[src/design/pllnco_pkg.sv]
// shared types, constants and tables for the pilot pll with scaled nco
package pllnco_pkg;

   // fixed geometry of the loop
   localparam int SAMPLE_BITS  = 16;
   localparam int PHASE_BITS   = 32;
   localparam int CORDIC_STEPS = 16;
   localparam int STEP_BITS    = $clog2(CORDIC_STEPS);

   // configuration register widths
   localparam int STEP_W   = 31;
   localparam int BW_W     = 16;
   localparam int SCALE_W  = 4;
   localparam int ADJUST_W = 16;
   localparam int CSR_W    = 31;
   localparam int CSR_A_W  = 2;

   // cordic datapath width, multiplier operand and product widths
   localparam int CW     = 34;
   localparam int MA_W   = 34;
   localparam int MB_W   = 19;
   localparam int MP_W   = 53;
   localparam int CHUNK  = 16;
   localparam int KW     = 3 * CHUNK;
   localparam int RW     = 36;
   localparam int IW     = RW + 2;

   localparam int SAT_MAX = (1 << (SAMPLE_BITS - 1)) - 1;

   localparam logic signed [CW-1:0] INV_GAIN    = CW'(652032874);
   localparam logic signed [CW-1:0] HALF_WIDE   = CW'(1) <<< (PHASE_BITS - 1);
   localparam logic signed [CW-1:0] HALF_NARROW = CW'(1) <<< (PHASE_BITS - 2);

   // loop gain constants, q.16
   localparam logic signed [MB_W-1:0] CP_Q16 = MB_W'(174719);
   localparam logic signed [MB_W-1:0] CI_Q16 = MB_W'(232980);

   // integrator limits
   localparam logic signed [PHASE_BITS-1:0] INT_MAX = {1'b0, {(PHASE_BITS-1){1'b1}}};
   localparam logic signed [PHASE_BITS-1:0] INT_MIN = {1'b1, {(PHASE_BITS-1){1'b0}}};

   // csr register indexes
   localparam logic [CSR_A_W-1:0] CSR_PHASE_STEP   = 2'd0;
   localparam logic [CSR_A_W-1:0] CSR_LOOP_BW      = 2'd1;
   localparam logic [CSR_A_W-1:0] CSR_SCALE_HALVES = 2'd2;
   localparam logic [CSR_A_W-1:0] CSR_PHASE_ADJUST = 2'd3;

   typedef enum logic [4:0] {
      ST_IDLE,
      ST_MIX_I,
      ST_MIX_Q,
      ST_BW_SQ,
      ST_BW_WAIT,
      ST_KI_MUL,
      ST_KI_WAIT,
      ST_KI_ROUND,
      ST_KP_GAIN,
      ST_VEC_RUN,
      ST_PK0,
      ST_PK1,
      ST_PK2,
      ST_IK0,
      ST_IK1,
      ST_IK2,
      ST_IK_WAIT,
      ST_UPDATE,
      ST_FB_START,
      ST_FB_RUN,
      ST_OUT_START,
      ST_OUT_RUN,
      ST_FINISH
   } seq_state_type;

   typedef enum logic [1:0] {
      MAC_IDLE,
      MAC_LOAD,
      MAC_SHIFT_ADD
   } mac_mode_type;

   typedef struct packed {
      logic start;
      logic vectoring;
      logic full_turn;
   } cordic_cmd_type;

   typedef struct packed {
      logic busy;
      logic done;
   } cordic_stat_type;

   // atan(2^-i), 2^32 per turn
   function automatic logic [31:0] atan_turn32(input logic [STEP_BITS-1:0] idx);
      logic [31:0] t;
      case (idx)
         4'd0:    t = 32'd536870912;
         4'd1:    t = 32'd316933406;
         4'd2:    t = 32'd167458907;
         4'd3:    t = 32'd85004756;
         4'd4:    t = 32'd42667331;
         4'd5:    t = 32'd21354465;
         4'd6:    t = 32'd10679838;
         4'd7:    t = 32'd5340245;
         4'd8:    t = 32'd2670163;
         4'd9:    t = 32'd1335087;
         4'd10:   t = 32'd667544;
         4'd11:   t = 32'd333772;
         4'd12:   t = 32'd166886;
         4'd13:   t = 32'd83443;
         4'd14:   t = 32'd41722;
         4'd15:   t = 32'd20861;
         default: t = 32'd0;
      endcase
      return t;
   endfunction

endpackage

[src/design/pllnco_mac.sv]
// shared multiplier with a registered product and a shift-accumulate register
module pllnco_mac (
   input  logic                                      clock,
   input  logic                                      reset,
   input  pllnco_pkg::mac_mode_type                  mode,
   input  logic signed [pllnco_pkg::MA_W-1:0]        op_a,
   input  logic signed [pllnco_pkg::MB_W-1:0]        op_b,
   output logic signed [pllnco_pkg::MP_W-1:0]        acc
);

   logic signed [pllnco_pkg::MP_W-1:0] prod_ff;
   logic signed [pllnco_pkg::MP_W-1:0] prod_in;
   logic signed [pllnco_pkg::MP_W-1:0] acc_ff;
   logic signed [pllnco_pkg::MP_W-1:0] acc_in;
   pllnco_pkg::mac_mode_type           mode_ff;

   // multiplier stage
   assign prod_in = op_a * op_b;

   // accumulate stage, the shift keeps only the bits above each chunk
   always_comb begin
      case (mode_ff)
         pllnco_pkg::MAC_LOAD:      acc_in = prod_ff;
         pllnco_pkg::MAC_SHIFT_ADD: acc_in = (acc_ff >>> pllnco_pkg::CHUNK) + prod_ff;
         default:                   acc_in = acc_ff;
      endcase
   end

   always_ff @(posedge clock) begin
      if (reset) begin
         mode_ff <= pllnco_pkg::MAC_IDLE;
      end else begin
         mode_ff <= mode;
      end
   end

   always_ff @(posedge clock) begin
      prod_ff <= prod_in;
      acc_ff  <= acc_in;
   end

   assign acc = acc_ff;

endmodule

[src/design/pllnco_cordic.sv]
// iterative cordic, vectoring (atan2) and rotation (cos/sin) in one shared unit
module pllnco_cordic (
   input  logic                                          clock,
   input  logic                                          reset,
   input  pllnco_pkg::cordic_cmd_type                    cmd,
   input  logic signed [pllnco_pkg::CW-1:0]              x_in,
   input  logic signed [pllnco_pkg::CW-1:0]              y_in,
   input  logic [pllnco_pkg::PHASE_BITS-1:0]             angle_in,
   output pllnco_pkg::cordic_stat_type                   stat,
   output logic signed [pllnco_pkg::CW-1:0]              angle_out,
   output logic signed [pllnco_pkg::SAMPLE_BITS-1:0]     cos_out,
   output logic signed [pllnco_pkg::SAMPLE_BITS-1:0]     sin_out
);

   localparam logic [pllnco_pkg::STEP_BITS-1:0] LAST_STEP =
      pllnco_pkg::STEP_BITS'(pllnco_pkg::CORDIC_STEPS - 1);

   // round q2.30 to a sample and saturate symmetrically
   function automatic logic signed [pllnco_pkg::SAMPLE_BITS-1:0] to_sample(
      input logic signed [pllnco_pkg::CW-1:0] q);
      logic signed [pllnco_pkg::CW-1:0] r;
      r = (q + (pllnco_pkg::CW'(1) <<< (30 - pllnco_pkg::SAMPLE_BITS)))
          >>> (31 - pllnco_pkg::SAMPLE_BITS);
      if (r > pllnco_pkg::CW'(pllnco_pkg::SAT_MAX)) begin
         r = pllnco_pkg::CW'(pllnco_pkg::SAT_MAX);
      end else if (r < -pllnco_pkg::CW'(pllnco_pkg::SAT_MAX)) begin
         r = -pllnco_pkg::CW'(pllnco_pkg::SAT_MAX);
      end
      return r[pllnco_pkg::SAMPLE_BITS-1:0];
   endfunction

   logic                                  busy_ff, busy_in;
   logic                                  done_ff, done_in;
   logic [pllnco_pkg::STEP_BITS-1:0]      cnt_ff, cnt_in;
   logic                                  vec_ff, vec_in;
   logic                                  full_ff, full_in;
   logic                                  neg_ff, neg_in;
   logic                                  zero_ff, zero_in;
   logic signed [pllnco_pkg::CW-1:0]      x_ff, x_in_r;
   logic signed [pllnco_pkg::CW-1:0]      y_ff, y_in_r;
   logic signed [pllnco_pkg::CW-1:0]      z_ff, z_in;

   logic signed [pllnco_pkg::CW-1:0]      half_v, quarter_v, one_v;
   logic signed [pllnco_pkg::CW-1:0]      za, zf, rz0, vx0, vy0, vz0;
   logic                                  rneg0;
   logic signed [pllnco_pkg::CW-1:0]      xs, ys, atan_v, xo, yo;
   logic                                  ccw;

   // start values for both modes
   always_comb begin
      half_v    = cmd.full_turn ? pllnco_pkg::HALF_WIDE : pllnco_pkg::HALF_NARROW;
      quarter_v = half_v >>> 1;
      one_v     = half_v <<< 1;
      za = cmd.full_turn
         ? {{(pllnco_pkg::CW-pllnco_pkg::PHASE_BITS){1'b0}}, angle_in}
         : {{(pllnco_pkg::CW-pllnco_pkg::PHASE_BITS+1){1'b0}},
            angle_in[pllnco_pkg::PHASE_BITS-2:0]};
      zf = (za >= half_v) ? za - one_v : za;
      // fold into the right half plane
      if (zf > quarter_v) begin
         rz0   = zf - half_v;
         rneg0 = 1'b1;
      end else if (zf < -quarter_v) begin
         rz0   = zf + half_v;
         rneg0 = 1'b1;
      end else begin
         rz0   = zf;
         rneg0 = 1'b0;
      end
      // vectoring pre-rotation by a half turn when x is negative
      if (x_in < 0) begin
         vx0 = -x_in;
         vy0 = -y_in;
         vz0 = (y_in >= 0) ? half_v : -half_v;
      end else begin
         vx0 = x_in;
         vy0 = y_in;
         vz0 = '0;
      end
   end

   // one micro-rotation per cycle
   always_comb begin
      xs     = x_ff >>> cnt_ff;
      ys     = y_ff >>> cnt_ff;
      atan_v = full_ff
         ? pllnco_pkg::CW'(pllnco_pkg::atan_turn32(cnt_ff))
         : (pllnco_pkg::CW'(pllnco_pkg::atan_turn32(cnt_ff)) + pllnco_pkg::CW'(1)) >>> 1;
      ccw    = vec_ff ? !(y_ff > 0) : (z_ff >= 0);
   end

   // sequencing of the iterations
   always_comb begin
      busy_in = busy_ff;
      done_in = 1'b0;
      cnt_in  = cnt_ff;
      vec_in  = vec_ff;
      full_in = full_ff;
      neg_in  = neg_ff;
      zero_in = zero_ff;
      x_in_r  = x_ff;
      y_in_r  = y_ff;
      z_in    = z_ff;
      if (cmd.start) begin
         busy_in = 1'b1;
         cnt_in  = '0;
         vec_in  = cmd.vectoring;
         full_in = cmd.full_turn;
         if (cmd.vectoring) begin
            neg_in  = 1'b0;
            zero_in = (x_in == 0) && (y_in == 0);
            x_in_r  = vx0;
            y_in_r  = vy0;
            z_in    = vz0;
         end else begin
            neg_in  = rneg0;
            zero_in = 1'b0;
            x_in_r  = pllnco_pkg::INV_GAIN;
            y_in_r  = '0;
            z_in    = rz0;
         end
      end else if (busy_ff) begin
         if (ccw) begin
            x_in_r = x_ff - ys;
            y_in_r = y_ff + xs;
            z_in   = z_ff - atan_v;
         end else begin
            x_in_r = x_ff + ys;
            y_in_r = y_ff - xs;
            z_in   = z_ff + atan_v;
         end
         cnt_in = cnt_ff + 1'b1;
         if (cnt_ff == LAST_STEP) begin
            busy_in = 1'b0;
            done_in = 1'b1;
         end
      end
   end

   always_ff @(posedge clock) begin
      if (reset) begin
         busy_ff <= 1'b0;
         done_ff <= 1'b0;
         cnt_ff  <= '0;
         vec_ff  <= 1'b0;
         full_ff <= 1'b0;
         neg_ff  <= 1'b0;
         zero_ff <= 1'b0;
      end else begin
         busy_ff <= busy_in;
         done_ff <= done_in;
         cnt_ff  <= cnt_in;
         vec_ff  <= vec_in;
         full_ff <= full_in;
         neg_ff  <= neg_in;
         zero_ff <= zero_in;
      end
   end

   always_ff @(posedge clock) begin
      x_ff <= x_in_r;
      y_ff <= y_in_r;
      z_ff <= z_in;
   end

   // results
   assign xo        = neg_ff ? -x_ff : x_ff;
   assign yo        = neg_ff ? -y_ff : y_ff;
   assign cos_out   = to_sample(xo);
   assign sin_out   = to_sample(yo);
   assign angle_out = zero_ff ? '0 : z_ff;
   assign stat.busy = busy_ff;
   assign stat.done = done_ff;

endmodule

[src/design/pilot_pll_with_scaled_nco.sv]
// top level: sequencer, loop filter and nco state of the pilot pll
//
// Tracks a real pilot tone one sample at a time with a second-order loop and
// returns, for each request, the scaled nco cosine computed on the previous
// request (the first one after reset is 32767). Each sample makes three passes
// through the single shared cordic unit (phase detector arctangent, feedback
// sine/cosine and output cosine), each a start, 16 micro-rotations and a done
// step, plus multiply steps on the shared multiplier, the loop update and the
// finishing step; a new sample is not taken before the last one is through.
// req_tready is high only while the sequencer is idle; a finished result
// waits in the output register and does not hold off the next request, but if
// it is still waiting when the next result is done the sequencer holds in its
// finishing step. Configuration is written through csr_*; a write while idle
// takes effect on the next request; a write during a sequence may already affect
// the request in progress.
module pilot_pll_with_scaled_nco (
   input  logic                                    clock,
   input  logic                                    reset,
   // request channel, tdata: sample[15:0]
   input  logic                                    req_tvalid,
   output logic                                    req_tready,
   input  logic [15:0]                             req_tdata,
   // result channel, tdata: nco_out[15:0]
   output logic                                    rsp_tvalid,
   input  logic                                    rsp_tready,
   output logic [15:0]                             rsp_tdata,
   // configuration write port
   input  logic                                    csr_we,
   input  logic [pllnco_pkg::CSR_A_W-1:0]          csr_addr,
   input  logic [pllnco_pkg::CSR_W-1:0]            csr_wdata
);

   pllnco_pkg::seq_state_type state_ff, state_in;

   // configuration
   logic [pllnco_pkg::STEP_W-1:0]   step_ff;
   logic [pllnco_pkg::BW_W-1:0]     bw_ff;
   logic [pllnco_pkg::SCALE_W-1:0]  scale_ff;
   logic [pllnco_pkg::ADJUST_W-1:0] adjust_ff;

   // loop state
   logic [pllnco_pkg::PHASE_BITS-1:0]           nco_ff, nco_in;
   logic [pllnco_pkg::PHASE_BITS-1:0]           pe_ff, pe_in;
   logic signed [pllnco_pkg::PHASE_BITS-1:0]    li_ff, li_in;
   logic signed [pllnco_pkg::SAMPLE_BITS-1:0]   fb_cos_ff, fb_sin_ff;
   logic signed [pllnco_pkg::SAMPLE_BITS-1:0]   held_ff;

   // working registers
   logic signed [pllnco_pkg::SAMPLE_BITS-1:0]   sample_ff;
   logic signed [pllnco_pkg::CW-1:0]            prodi_ff, prodq_ff;
   logic [pllnco_pkg::KW-1:0]                   kp_ff, ki_ff;
   logic                                        err_neg_ff;
   logic [pllnco_pkg::PHASE_BITS-1:0]           err_mag_ff;
   logic [pllnco_pkg::RW-1:0]                   rp_ff;
   logic [pllnco_pkg::PHASE_BITS-1:0]           theta_ff;

   // result register
   logic                                        rsp_valid_ff, rsp_valid_in;
   logic [15:0]                                 rsp_data_ff;

   // shared units
   pllnco_pkg::mac_mode_type                    mac_mode;
   logic signed [pllnco_pkg::MA_W-1:0]          mac_a;
   logic signed [pllnco_pkg::MB_W-1:0]          mac_b;
   logic signed [pllnco_pkg::MP_W-1:0]          mac_acc;
   pllnco_pkg::cordic_cmd_type                  cor_cmd;
   pllnco_pkg::cordic_stat_type                 cor_stat;
   logic [pllnco_pkg::PHASE_BITS-1:0]           cor_angle_in;
   logic signed [pllnco_pkg::CW-1:0]            cor_angle;
   logic signed [pllnco_pkg::SAMPLE_BITS-1:0]   cor_cos, cor_sin;

   logic                                        req_accept;
   logic                                        out_free;
   logic signed [pllnco_pkg::CW-1:0]            err_abs;
   logic [pllnco_pkg::MP_W-1:0]                 ki_round;
   logic signed [pllnco_pkg::IW-1:0]            ri_signed, integ_sum;
   logic signed [pllnco_pkg::PHASE_BITS-1:0]    integ_sat;
   logic [pllnco_pkg::PHASE_BITS-1:0]           rp_signed;
   logic [pllnco_pkg::PHASE_BITS-1:0]           outph;

   pllnco_mac u_mac (
      .clock (clock),
      .reset (reset),
      .mode  (mac_mode),
      .op_a  (mac_a),
      .op_b  (mac_b),
      .acc   (mac_acc)
   );

   pllnco_cordic u_cordic (
      .clock     (clock),
      .reset     (reset),
      .cmd       (cor_cmd),
      .x_in      (prodi_ff),
      .y_in      (prodq_ff),
      .angle_in  (cor_angle_in),
      .stat      (cor_stat),
      .angle_out (cor_angle),
      .cos_out   (cor_cos),
      .sin_out   (cor_sin)
   );

   assign req_tready = (state_ff == pllnco_pkg::ST_IDLE);
   assign req_accept = req_tvalid && req_tready;
   assign out_free   = !rsp_valid_ff || rsp_tready;
   assign rsp_tvalid = rsp_valid_ff;
   assign rsp_tdata  = rsp_data_ff;

   // next state
   always_comb begin
      state_in = state_ff;
      unique case (state_ff)
         pllnco_pkg::ST_IDLE:      if (req_accept) state_in = pllnco_pkg::ST_MIX_I;
         pllnco_pkg::ST_MIX_I:     state_in = pllnco_pkg::ST_MIX_Q;
         pllnco_pkg::ST_MIX_Q:     state_in = pllnco_pkg::ST_BW_SQ;
         pllnco_pkg::ST_BW_SQ:     state_in = pllnco_pkg::ST_BW_WAIT;
         pllnco_pkg::ST_BW_WAIT:   state_in = pllnco_pkg::ST_KI_MUL;
         pllnco_pkg::ST_KI_MUL:    state_in = pllnco_pkg::ST_KI_WAIT;
         pllnco_pkg::ST_KI_WAIT:   state_in = pllnco_pkg::ST_KI_ROUND;
         pllnco_pkg::ST_KI_ROUND:  state_in = pllnco_pkg::ST_KP_GAIN;
         pllnco_pkg::ST_KP_GAIN:   state_in = pllnco_pkg::ST_VEC_RUN;
         pllnco_pkg::ST_VEC_RUN:   if (cor_stat.done) state_in = pllnco_pkg::ST_PK0;
         pllnco_pkg::ST_PK0:       state_in = pllnco_pkg::ST_PK1;
         pllnco_pkg::ST_PK1:       state_in = pllnco_pkg::ST_PK2;
         pllnco_pkg::ST_PK2:       state_in = pllnco_pkg::ST_IK0;
         pllnco_pkg::ST_IK0:       state_in = pllnco_pkg::ST_IK1;
         pllnco_pkg::ST_IK1:       state_in = pllnco_pkg::ST_IK2;
         pllnco_pkg::ST_IK2:       state_in = pllnco_pkg::ST_IK_WAIT;
         pllnco_pkg::ST_IK_WAIT:   state_in = pllnco_pkg::ST_UPDATE;
         pllnco_pkg::ST_UPDATE:    state_in = pllnco_pkg::ST_FB_START;
         pllnco_pkg::ST_FB_START:  state_in = pllnco_pkg::ST_FB_RUN;
         pllnco_pkg::ST_FB_RUN:    if (cor_stat.done) state_in = pllnco_pkg::ST_OUT_START;
         pllnco_pkg::ST_OUT_START: state_in = pllnco_pkg::ST_OUT_RUN;
         pllnco_pkg::ST_OUT_RUN:   if (cor_stat.done) state_in = pllnco_pkg::ST_FINISH;
         pllnco_pkg::ST_FINISH:    if (out_free) state_in = pllnco_pkg::ST_IDLE;
         default:                  state_in = pllnco_pkg::ST_IDLE;
      endcase
   end

   // output phase: theta times the half-scale plus the offset, mod a turn
   assign outph = theta_ff * pllnco_pkg::PHASE_BITS'(scale_ff)
                + {adjust_ff, {(pllnco_pkg::PHASE_BITS-pllnco_pkg::ADJUST_W){1'b0}}};

   // commands to the shared units
   always_comb begin
      mac_mode          = pllnco_pkg::MAC_IDLE;
      mac_a             = '0;
      mac_b             = '0;
      cor_cmd.start     = 1'b0;
      cor_cmd.vectoring = 1'b0;
      cor_cmd.full_turn = 1'b0;
      cor_angle_in      = '0;
      unique case (state_ff)
         pllnco_pkg::ST_MIX_I: begin
            mac_mode = pllnco_pkg::MAC_LOAD;
            mac_a    = pllnco_pkg::MA_W'(sample_ff);
            mac_b    = pllnco_pkg::MB_W'(fb_cos_ff);
         end
         pllnco_pkg::ST_MIX_Q: begin
            mac_mode = pllnco_pkg::MAC_LOAD;
            mac_a    = pllnco_pkg::MA_W'(sample_ff);
            mac_b    = pllnco_pkg::MB_W'(fb_sin_ff);
         end
         pllnco_pkg::ST_BW_SQ: begin
            mac_mode = pllnco_pkg::MAC_LOAD;
            mac_a    = {{(pllnco_pkg::MA_W-pllnco_pkg::BW_W){1'b0}}, bw_ff};
            mac_b    = {{(pllnco_pkg::MB_W-pllnco_pkg::BW_W){1'b0}}, bw_ff};
         end
         pllnco_pkg::ST_KI_MUL: begin
            mac_mode = pllnco_pkg::MAC_LOAD;
            mac_a    = {{(pllnco_pkg::MA_W-32){1'b0}}, mac_acc[31:0]};
            mac_b    = pllnco_pkg::CI_Q16;
         end
         pllnco_pkg::ST_KI_WAIT: begin
            mac_mode = pllnco_pkg::MAC_LOAD;
            mac_a    = {{(pllnco_pkg::MA_W-pllnco_pkg::BW_W){1'b0}}, bw_ff};
            mac_b    = pllnco_pkg::CP_Q16;
         end
         pllnco_pkg::ST_KP_GAIN: begin
            cor_cmd.start     = 1'b1;
            cor_cmd.vectoring = 1'b1;
         end
         pllnco_pkg::ST_PK0, pllnco_pkg::ST_PK1, pllnco_pkg::ST_PK2,
         pllnco_pkg::ST_IK0, pllnco_pkg::ST_IK1, pllnco_pkg::ST_IK2: begin
            mac_a = {{(pllnco_pkg::MA_W-pllnco_pkg::PHASE_BITS){1'b0}}, err_mag_ff};
            if (state_ff == pllnco_pkg::ST_PK0 || state_ff == pllnco_pkg::ST_IK0) begin
               mac_mode = pllnco_pkg::MAC_LOAD;
            end else begin
               mac_mode = pllnco_pkg::MAC_SHIFT_ADD;
            end
            case (state_ff)
               pllnco_pkg::ST_PK0: mac_b = {3'b000, kp_ff[0 +: pllnco_pkg::CHUNK]};
               pllnco_pkg::ST_PK1: mac_b = {3'b000, kp_ff[pllnco_pkg::CHUNK +: pllnco_pkg::CHUNK]};
               pllnco_pkg::ST_PK2: mac_b = {3'b000, kp_ff[2*pllnco_pkg::CHUNK +: pllnco_pkg::CHUNK]};
               pllnco_pkg::ST_IK0: mac_b = {3'b000, ki_ff[0 +: pllnco_pkg::CHUNK]};
               pllnco_pkg::ST_IK1: mac_b = {3'b000, ki_ff[pllnco_pkg::CHUNK +: pllnco_pkg::CHUNK]};
               default:            mac_b = {3'b000, ki_ff[2*pllnco_pkg::CHUNK +: pllnco_pkg::CHUNK]};
            endcase
         end
         pllnco_pkg::ST_FB_START: begin
            cor_cmd.start = 1'b1;
            cor_angle_in  = nco_ff + pe_ff;
         end
         pllnco_pkg::ST_OUT_START: begin
            cor_cmd.start     = 1'b1;
            cor_cmd.full_turn = 1'b1;
            cor_angle_in      = outph;
         end
         default: begin
            mac_mode = pllnco_pkg::MAC_IDLE;
         end
      endcase
   end

   // loop filter arithmetic
   always_comb begin
      err_abs   = (cor_angle < 0) ? -cor_angle : cor_angle;
      ki_round  = mac_acc + pllnco_pkg::MP_W'(32768);
      ri_signed = err_neg_ff ? -pllnco_pkg::IW'(mac_acc[pllnco_pkg::RW-1:0])
                             :  pllnco_pkg::IW'(mac_acc[pllnco_pkg::RW-1:0]);
      integ_sum = pllnco_pkg::IW'(li_ff) + ri_signed;
      if (integ_sum > pllnco_pkg::IW'(pllnco_pkg::INT_MAX)) begin
         integ_sat = pllnco_pkg::INT_MAX;
      end else if (integ_sum < pllnco_pkg::IW'(pllnco_pkg::INT_MIN)) begin
         integ_sat = pllnco_pkg::INT_MIN;
      end else begin
         integ_sat = integ_sum[pllnco_pkg::PHASE_BITS-1:0];
      end
      rp_signed = err_neg_ff ? -rp_ff[pllnco_pkg::PHASE_BITS-1:0]
                             :  rp_ff[pllnco_pkg::PHASE_BITS-1:0];
      li_in  = li_ff;
      pe_in  = pe_ff;
      nco_in = nco_ff;
      if (state_ff == pllnco_pkg::ST_UPDATE) begin
         li_in  = integ_sat;
         pe_in  = pe_ff + rp_signed + integ_sat;
         nco_in = nco_ff + {1'b0, step_ff};
      end
   end

   // result register
   always_comb begin
      rsp_valid_in = rsp_valid_ff;
      if (state_ff == pllnco_pkg::ST_FINISH && out_free) begin
         rsp_valid_in = 1'b1;
      end else if (rsp_tready) begin
         rsp_valid_in = 1'b0;
      end
   end

   // control and loop state
   always_ff @(posedge clock) begin
      if (reset) begin
         state_ff     <= pllnco_pkg::ST_IDLE;
         rsp_valid_ff <= 1'b0;
         nco_ff       <= '0;
         pe_ff        <= '0;
         li_ff        <= '0;
         fb_cos_ff    <= pllnco_pkg::SAMPLE_BITS'(pllnco_pkg::SAT_MAX);
         fb_sin_ff    <= '0;
         held_ff      <= pllnco_pkg::SAMPLE_BITS'(pllnco_pkg::SAT_MAX);
      end else begin
         state_ff     <= state_in;
         rsp_valid_ff <= rsp_valid_in;
         nco_ff       <= nco_in;
         pe_ff        <= pe_in;
         li_ff        <= li_in;
         if (state_ff == pllnco_pkg::ST_OUT_START) begin
            fb_cos_ff <= cor_cos;
            fb_sin_ff <= cor_sin;
         end
         if (state_ff == pllnco_pkg::ST_FINISH && out_free) begin
            held_ff <= cor_cos;
         end
      end
   end

   // configuration registers
   always_ff @(posedge clock) begin
      if (reset) begin
         step_ff   <= '0;
         bw_ff     <= pllnco_pkg::BW_W'(655);
         scale_ff  <= pllnco_pkg::SCALE_W'(2);
         adjust_ff <= '0;
      end else if (csr_we) begin
         unique case (csr_addr)
            pllnco_pkg::CSR_PHASE_STEP:   step_ff   <= csr_wdata[pllnco_pkg::STEP_W-1:0];
            pllnco_pkg::CSR_LOOP_BW:      bw_ff     <= csr_wdata[pllnco_pkg::BW_W-1:0];
            pllnco_pkg::CSR_SCALE_HALVES: scale_ff  <= csr_wdata[pllnco_pkg::SCALE_W-1:0];
            pllnco_pkg::CSR_PHASE_ADJUST: adjust_ff <= csr_wdata[pllnco_pkg::ADJUST_W-1:0];
            default:                      step_ff   <= step_ff;
         endcase
      end
   end

   // working registers, loaded by step
   always_ff @(posedge clock) begin
      if (req_accept) begin
         sample_ff <= req_tdata;
      end
      if (state_ff == pllnco_pkg::ST_BW_SQ) begin
         prodi_ff <= mac_acc[pllnco_pkg::CW-1:0];
      end
      if (state_ff == pllnco_pkg::ST_BW_WAIT) begin
         prodq_ff <= -mac_acc[pllnco_pkg::CW-1:0];
      end
      if (state_ff == pllnco_pkg::ST_KI_ROUND) begin
         ki_ff <= pllnco_pkg::KW'(ki_round[pllnco_pkg::MP_W-1:16]);
      end
      if (state_ff == pllnco_pkg::ST_KP_GAIN) begin
         kp_ff <= mac_acc[pllnco_pkg::KW-1:0];
      end
      if (state_ff == pllnco_pkg::ST_VEC_RUN && cor_stat.done) begin
         err_neg_ff <= (cor_angle < 0);
         err_mag_ff <= err_abs[pllnco_pkg::PHASE_BITS-1:0];
      end
      // the proportional product is complete once its last chunk has passed the product and accumulate registers
      if (state_ff == pllnco_pkg::ST_IK1) begin
         rp_ff <= mac_acc[pllnco_pkg::RW-1:0];
      end
      if (state_ff == pllnco_pkg::ST_FB_START) begin
         theta_ff <= nco_ff + pe_ff;
      end
      if (state_ff == pllnco_pkg::ST_FINISH && out_free) begin
         rsp_data_ff <= held_ff;
      end
   end

   // a request always starts the mixer step
   assert property (@(posedge clock) disable iff (reset)
      req_accept |=> (state_ff == pllnco_pkg::ST_MIX_I))
      else $error("request did not start the sequence");

   // a result appears only out of the finishing step
   assert property (@(posedge clock) disable iff (reset)
      $rose(rsp_valid_ff) |-> ($past(state_ff) == pllnco_pkg::ST_FINISH))
      else $error("result raised outside the finishing step");

   // the shared cordic is never restarted while it iterates
   assert property (@(posedge clock) disable iff (reset)
      cor_cmd.start |-> !cor_stat.busy)
      else $error("cordic started while busy");

endmodule
[config.mk]
export PLATFORM = sky130hd
export DESIGN_NAME = pilot_pll_with_scaled_nco
export DESIGN_NICKNAME = d
export VERILOG_FILES = /design/src/design/pllnco_pkg.sv /design/src/design/pllnco_mac.sv /design/src/design/pllnco_cordic.sv /design/src/design/pilot_pll_with_scaled_nco.sv
export SDC_FILE = /design/constraint.sdc
export NUM_CORES = 2
export LEC_CHECK = 0
export BUFFER_PORTS_ARGS = -buffer_cell sky130_fd_sc_hd__buf_2
export CORE_MARGIN = 2
export CORE_UTILIZATION = 25
export CTS_BUF_LIST = sky130_fd_sc_hd__clkbuf_2
export CTS_CLUSTER_SIZE = 10
export DETAILED_ROUTE_END_ITERATION = 8
export GPL_TIMING_DRIVEN = 0
export PLACE_DENSITY = 0.48
export SLEW_MARGIN = 20
export SYNTH_ARGS = -nofsm -noshare
export SYNTH_HDL_FRONTEND = slang
export SYNTH_SLANG_ARGS = --single-unit
[constraint.sdc]
create_clock -name clock -period 30.7 [get_ports clock]
set_clock_uncertainty 0.05 [all_clocks]
set_input_delay 6.14 -clock clock [delete_from_list [all_inputs] [get_ports clock]]
set_output_delay 6.14 -clock clock [all_outputs]
set_load 0.02 [all_outputs]
After elaboration in Yosys (flattened, before gate mapping)
Memories as Yosys holds them, arrays and structs flattened. A register that Yosys moved wholly into a read port is not among the register bits.
Index checks and enable logic that the tools add are counted.
{"block": "word_totals", "ff_bits": 719, "mem_bits_ro": 960, "inputBits": 54, "n_memories": 2}
{"memory": "(no name shown)", "words": 16, "width": 30, "rd": 1, "rd_clocked_by_memory_dff": 1, "write_ports": 0, "line": "pllnco_pkg.sv:94", "text": "case (idx)"}
{"memory": "(no name shown)", "words": 16, "width": 30, "rd": 1, "rd_clocked_by_memory_dff": 1, "write_ports": 0, "line": "pllnco_pkg.sv:94"}
{"block": "classes", "add_sub_neg": 31, "multipliers": 2, "order_cmp": 14, "n_eq_ne": 33, "shift": 2, "mux": 65, "bitwise_logic": 1, "n_reduce_logical": 27}
{"cell": "$mux W34", "n": 22}
{"cell": "$neg A34 Y34", "n": 6}
{"cell": "$mux W32", "n": 6}
{"cell": "$sub A34 B34 Y34", "n": 5}
{"cell": "$add A34 B34 Y34", "n": 4}
{"cell": "$pmux W34 S4", "n": 1}
{"cell": "$add A32 B32 Y32", "n": 4}
{"cell": "$pmux W5 S23", "n": 1}
{"cell": "$pmux W19 S6", "n": 1}
{"cell": "$pmux W53 S2", "n": 1}
{"cell": "$pmux W16 S5", "n": 1}
{"cell": "$add A34 B16 Y34 const B", "n": 2}
{"cell": "$ge A34 B1 Y1 const B", "n": 2}
{"cell": "$logic_not A34 Y1", "n": 2}
{"cell": "$lt A34 B1 Y1 const B", "n": 2}
{"cell": "$sshr A34 B4 Y34", "n": 2}
{"cell": "$mux W16", "n": 4}
{"cell": "$neg A32 Y32", "n": 2}
{"cell": "$pmux W32 S2", "n": 1}
{"cell": "$add A37 B53 Y53", "n": 1}
{"cell": "$add A53 B17 Y53 const B", "n": 1}
{"cell": "$mul A34 B19 Y53", "n": 1}
{"cell": "$eq A5 B4 Y1 const B", "n": 8}
{"cell": "$add A32 B38 Y38", "n": 1}
{"cell": "other kinds (43)", "n": 94}

Longest topological paths before layout
{"block": "depth", "ltp_word": 11, "ltp_mapped": 42, "depth_no_buf": 42}

By module
From an unflattened synthesis, not the netlist that was laid out.
{"block": "hier_totals", "hier_cells": 9276, "hier_area_um2": 82585.5}
{"mod": "pilot_pll_with_scaled_nco", "n_inst": 1, "cells_per_inst": 3436, "area_per_inst_um2": 32082.0}
{"mod": "pllnco_mac", "n_inst": 1, "cells_per_inst": 3055, "area_per_inst_um2": 28431.0}
{"mod": "pllnco_cordic", "n_inst": 1, "cells_per_inst": 2785, "area_per_inst_um2": 22072.4}

Worst setup path before layout
Ideal clock, no wire load.
{"block": "synth_path", "kind": "register -> register", "start": "register state_ff[2]", "end": "register u_mac.prod_ff[45] (netlist name)", "setup_time_ps": 124, "arrival_time_ps": 9968, "slack_ps": 20558, "path_stages_with_launch": 35, "period_less_slack_ps": 10142, "cell_sequence": "dfxtp_1 clkbuf_1 nand2b_1 clkbuf_1 nor3_1 clkbuf_1 a21oi_1 nand3_1 clkbuf_1 nand2_1 fa_1 inv_1 fa_1 inv_1 fa_1 inv_1 fa_1 fa_1 fa_1 inv_1 fa_1 inv_1 ha_1 a21o_1 a21oi_1 nor2_1 a211oi_1 o41ai_1 a41o_1 o41ai_1 o21ai_0 a41o_1 a221o_1 a21oi_1 xnor2_1"}
{"block": "synth_via", "elab_chain_cells": 4, "elab_cells_between_ends": 18, "cone_classes": "mul (1); eq/ne (11); mux (3); reduce/logical (3)"}
{"item": "start: declaration", "line": "pilot_pll_with_scaled_nco.sv:33", "text": "pllnco_pkg::seq_state_type state_ff, state_in;"}
{"item": "start signal: assignment", "line": "pilot_pll_with_scaled_nco.sv:254", "text": "state_ff <= pllnco_pkg::ST_IDLE;"}
{"item": "start signal: assignment", "line": "pilot_pll_with_scaled_nco.sv:263", "text": "state_ff <= state_in;"}
{"item": "$eq A5 B4 Y1 (tied with other cells)", "line": "pilot_pll_with_scaled_nco.sv:153, pilot_pll_with_scaled_nco.sv:191"}
{"item": "$pmux W16 S5 (tied with other cells)", "line": "pilot_pll_with_scaled_nco.sv:191", "text": "case (state_ff)"}
{"item": "$pmux W19 S6 / $pmux W34 S4 (equally long branches)", "line": "pilot_pll_with_scaled_nco.sv:153", "text": "unique case (state_ff)"}
{"item": "$mul A34 B19 Y53 (*)", "line": "pllnco_mac.sv:18", "text": "assign prod_in = op_a * op_b;"}
{"item": "named net u_mac.prod_in, one bit", "line": "pllnco_mac.sv:12", "text": "logic signed [pllnco_pkg::MP_W-1:0] prod_in;"}
{"item": "end signal: assignment", "line": "pllnco_mac.sv:38", "text": "prod_ff <= prod_in;"}
{"item": "end: declaration", "line": "pllnco_mac.sv:11", "text": "logic signed [pllnco_pkg::MP_W-1:0] prod_ff;"}
Mark *: on every way through the listed nets, which the timed path passes. The rest lies on a longest branch.
A chain may end at the register's enable or synchronous reset.

Worst setup path after layout
{"block": "layout_path", "start": "register state_ff[0]", "end": "register u_mac.prod_ff[45] (netlist name)"}
The elaborated chain is that of the path after synthesis.

==> reports/metrics.cfg <==
[status]
outcome=finished, final reports clean

[placement]
port_buffers=70
placed_cells=13100
place_congestion=0.9842
dp.final_hpwl_um=274000

[final_layout]
utilization_pct=27.72
seqCellArea_mm2=0.01937
drive_gt1_share_pct=7.707
final_cells=13510
syn_to_final_growth_pct=10.48
final_cell_mix=nand2_1 (1,137), inv_1 (866), fa_1 (723)
multi_input_area_mm2=0.05485
fillerInstances=33750
final_common_cell=nand2_1
final_nets=10430

[worst_setup_path]
crit_slowest_cell=clkbuf_1
crit_path_start=state_ff[0]
critPathKind=reg2reg
crit_path_end_kind=flip-flop
crit_path_frequent_cell=fa_1
cp.required_ns=32.26
critPathMaxFanout=10
crit_path_start_kind=flip-flop
crit_arrival_ns=14.56
r2r_start=state_ff[0]
critPathMaxStageDelay_ns=0.89
r2r_setup_slack_ns=17.70
reg2reg_depth=34
reg2reg_to=u_mac.prod_ff[45]

[cts]
cts_resized=0
postCtsHoldBufs=0
root_buffer=clkbuf_2
cts-htree-levels=4
cts-buffers-inserted=218
cts_tree=yes
clk_latency_ns=1.76
clockBufferDepth=3
clkTransAtPathRegs_ns=0.11
cts_setup_buffers=0
cts.sinks=749

[synthesis]
synth_area_per_cell_um2=8.944
synthArstFlopShare_pct=0
synthCells=8822
syn-num-nets=10090
synth-main-ff-cell=edfxtp_1
seq_area_frac_synth_pct=24.55
ys_warn_count=0
ys_ff_latch=749
syn_area_mm2=0.07890
synth_edf_count=437
ys_types=96

[sta]
rsz0062_at_grt=no
slew_headroom_pct=14.89
worst_pin_slew_ns=1.273
period_share_pct=42.35
holdWs_ns=0.3841
slew_viol_final=0
fin_setup_tns_ns=0
hold_violations=0
fmax_mhz=76.92
period_needed_ns=13.00
finalSetupViolCount=0

[route]
viasPerCell=5.083
num_vias=68690
first_pass_iters=8
drc=0
totalWireLength_um=332300
ant_nets=0
dr.first_iter.drc_count=6406
wl_per_cell_um=24.59

[hold_path]
timing.hold.worst.start=u_mac.prod_ff[37]
min_path_cells=1
worstHoldEndpoint=u_mac.acc[37]
hold_path.class=reg2reg

[power_and_ir_drop]
intPower_uw=2093
p_clk_share_pct=21.2
switching_share_pct=44.39
p_total_uw=3764
seq_power_share_pct=32.9
pwr-share-comb_pct=46.0
ir_drop_mv=0.03394
power_density_mw_per_mm2=43.18
p_switching_uw=1671
leakage_uw=0.03646

[grt]
overflow=0
use_met2_pct=33.00
grt_start_max_net_pins=54
grt_pass1_vias=68690
antenna_found_initial=23
grt_usage_pct=20.49
grt_use_met1_pct=27.78
grt_pass1_wl_um=480100
grt_use_met3_pct=3.190
grt.busiest_layer=met2

[die]
die_h_um=565.8
io_pins=72
start_util_pct=25.09
dieArea_mm2=0.3201
core_area_mm2=0.3145
rows=206
dieWidth_um=565.8

[run]
cap_violations=0

==> cell usage after synthesis (all sizes together) (303+ instances only) <==
cell type	n	area [µm²]
fa	723	14470
nand2	1137	4268
edfxtp	437	13120
inv	869	3262
clkbuf	364	1368
dfxtp	312	6246
o21ai	357	1787
xnor2	409	3590
nor2	682	2560
ha	495	6193
xor2	303	2654
a21oi	554	2773
==> layer usage <==
| layer | share of wire, % | routed length [µm] | vias up |
|---|---|---|---|
| met5 | 0.0078 | 26 | - |
| met4 | 3.8 | 12540 | 4 |
| met3 | 6.8 | 22470 | 519 |
| met2 | 45 | 151100 | 2557 |
| met1 | 44 | 146100 | 34530 |
| li1 | - | - | 31080 |
==> cell type report <==
| type | count | area share [%] |
|---|---|---|
| multi-input combinational | 6786 | 62.93 |
| sequential | 749 | 22.22 |
| tap | 4160 | 5.971 |
| inverter | 870 | 3.749 |
| buffer | 417 | 1.840 |
| clock buffer | 303 | 1.740 |
| timing repair buffer | 115 | 0.9215 |
| clock inverter | 102 | 0.6000 |
| antenna | 12 | 0.03445 |
==> logic make-up (layout without fill, tap and decap cells) <==
group | count (synthesis) | in the layout | synth area share (%)
compound gates | 1870 | 1870 | 15.29
xor+xnor | 712 | 712 | 7.913
fa+ha+maj | 1220 | 1220 | 26.22
buf+inv | 1287 | 1807 | 6.148
flops | 749 | 749 | 24.55
mux | 200 | 200 | 3.641
other cells | 0 | 12 | 0
simple gates | 2784 | 2784 | 16.24
==> per-stage QoR <==
| step | cell area [µm²] | setup WS (ns) |
|---|---|---|
| after floorplan | 78900 | 20.56 |
| after global placement | 84460 | 16.99 |
| after detailed placement | 85070 | 17.89 |
| after CTS | 87110 | 17.85 |
| after global routing | 87160 | 17.26 |
| final | 87170 | 17.70 |
==> registers in the layout (all words and copies together), names as in the netlist, 16 cells and up, named ones only <==
register / count
adjust_ff: 16
bw_ff: 16
err_mag_ff: 32
fb_cos_ff: 16
fb_sin_ff: 16
held_ff: 16
ki_ff: 37
kp_ff: 48
li_ff: 32
nco_ff: 32
pe_ff: 32
prodi_ff: 34
prodq_ff: 34
rp_ff: 32
rsp_tdata: 16
sample_ff: 16
step_ff: 31
theta_ff: 32
u_cordic.x_ff: 34
u_cordic.y_ff: 34
u_cordic.z_ff: 34
u_mac.acc: 53
u_mac.prod_ff: 53
==> worst max path at each step <==
stage	to	slack, ns	depth (start not counted)
after global placement	u_mac.prod_ff[45]	16.99	34
after floorplan	u_mac.prod_ff[45]	20.56	34
after detailed placement	u_mac.prod_ff[45]	17.89	34
after global routing	u_mac.prod_ff[45]	17.26	34
final	u_mac.prod_ff[45]	17.70	34
after CTS	u_mac.prod_ff[45]	17.85	34
==> critical path, delay by kind of cell, from the launching register on <==
family                   cells  cell delay, ns
adder cells (fa/ha/maj)      8            3.90
AO/OA/AOI/OAI               11            3.73
buffers and inverters        9            2.80
AND/OR/NAND/NOR              5            1.93
flip-flops                   1            0.33
XOR/XNOR                     1            0.13
==> power by group through the flow <==
stage / logic, µW / registers, µW / clock network, µW
global placement: 1700 / 1260 / 0
detailed placement: 1710 / 1260 / 0
global route: 1920 / 1240 / 875
floorplan: 1190 / 1190 / 0
CTS: 1730 / 1230 / 827
finish: 1730 / 1240 / 797
No activity file was read; power rests on OpenSTA's default activity.
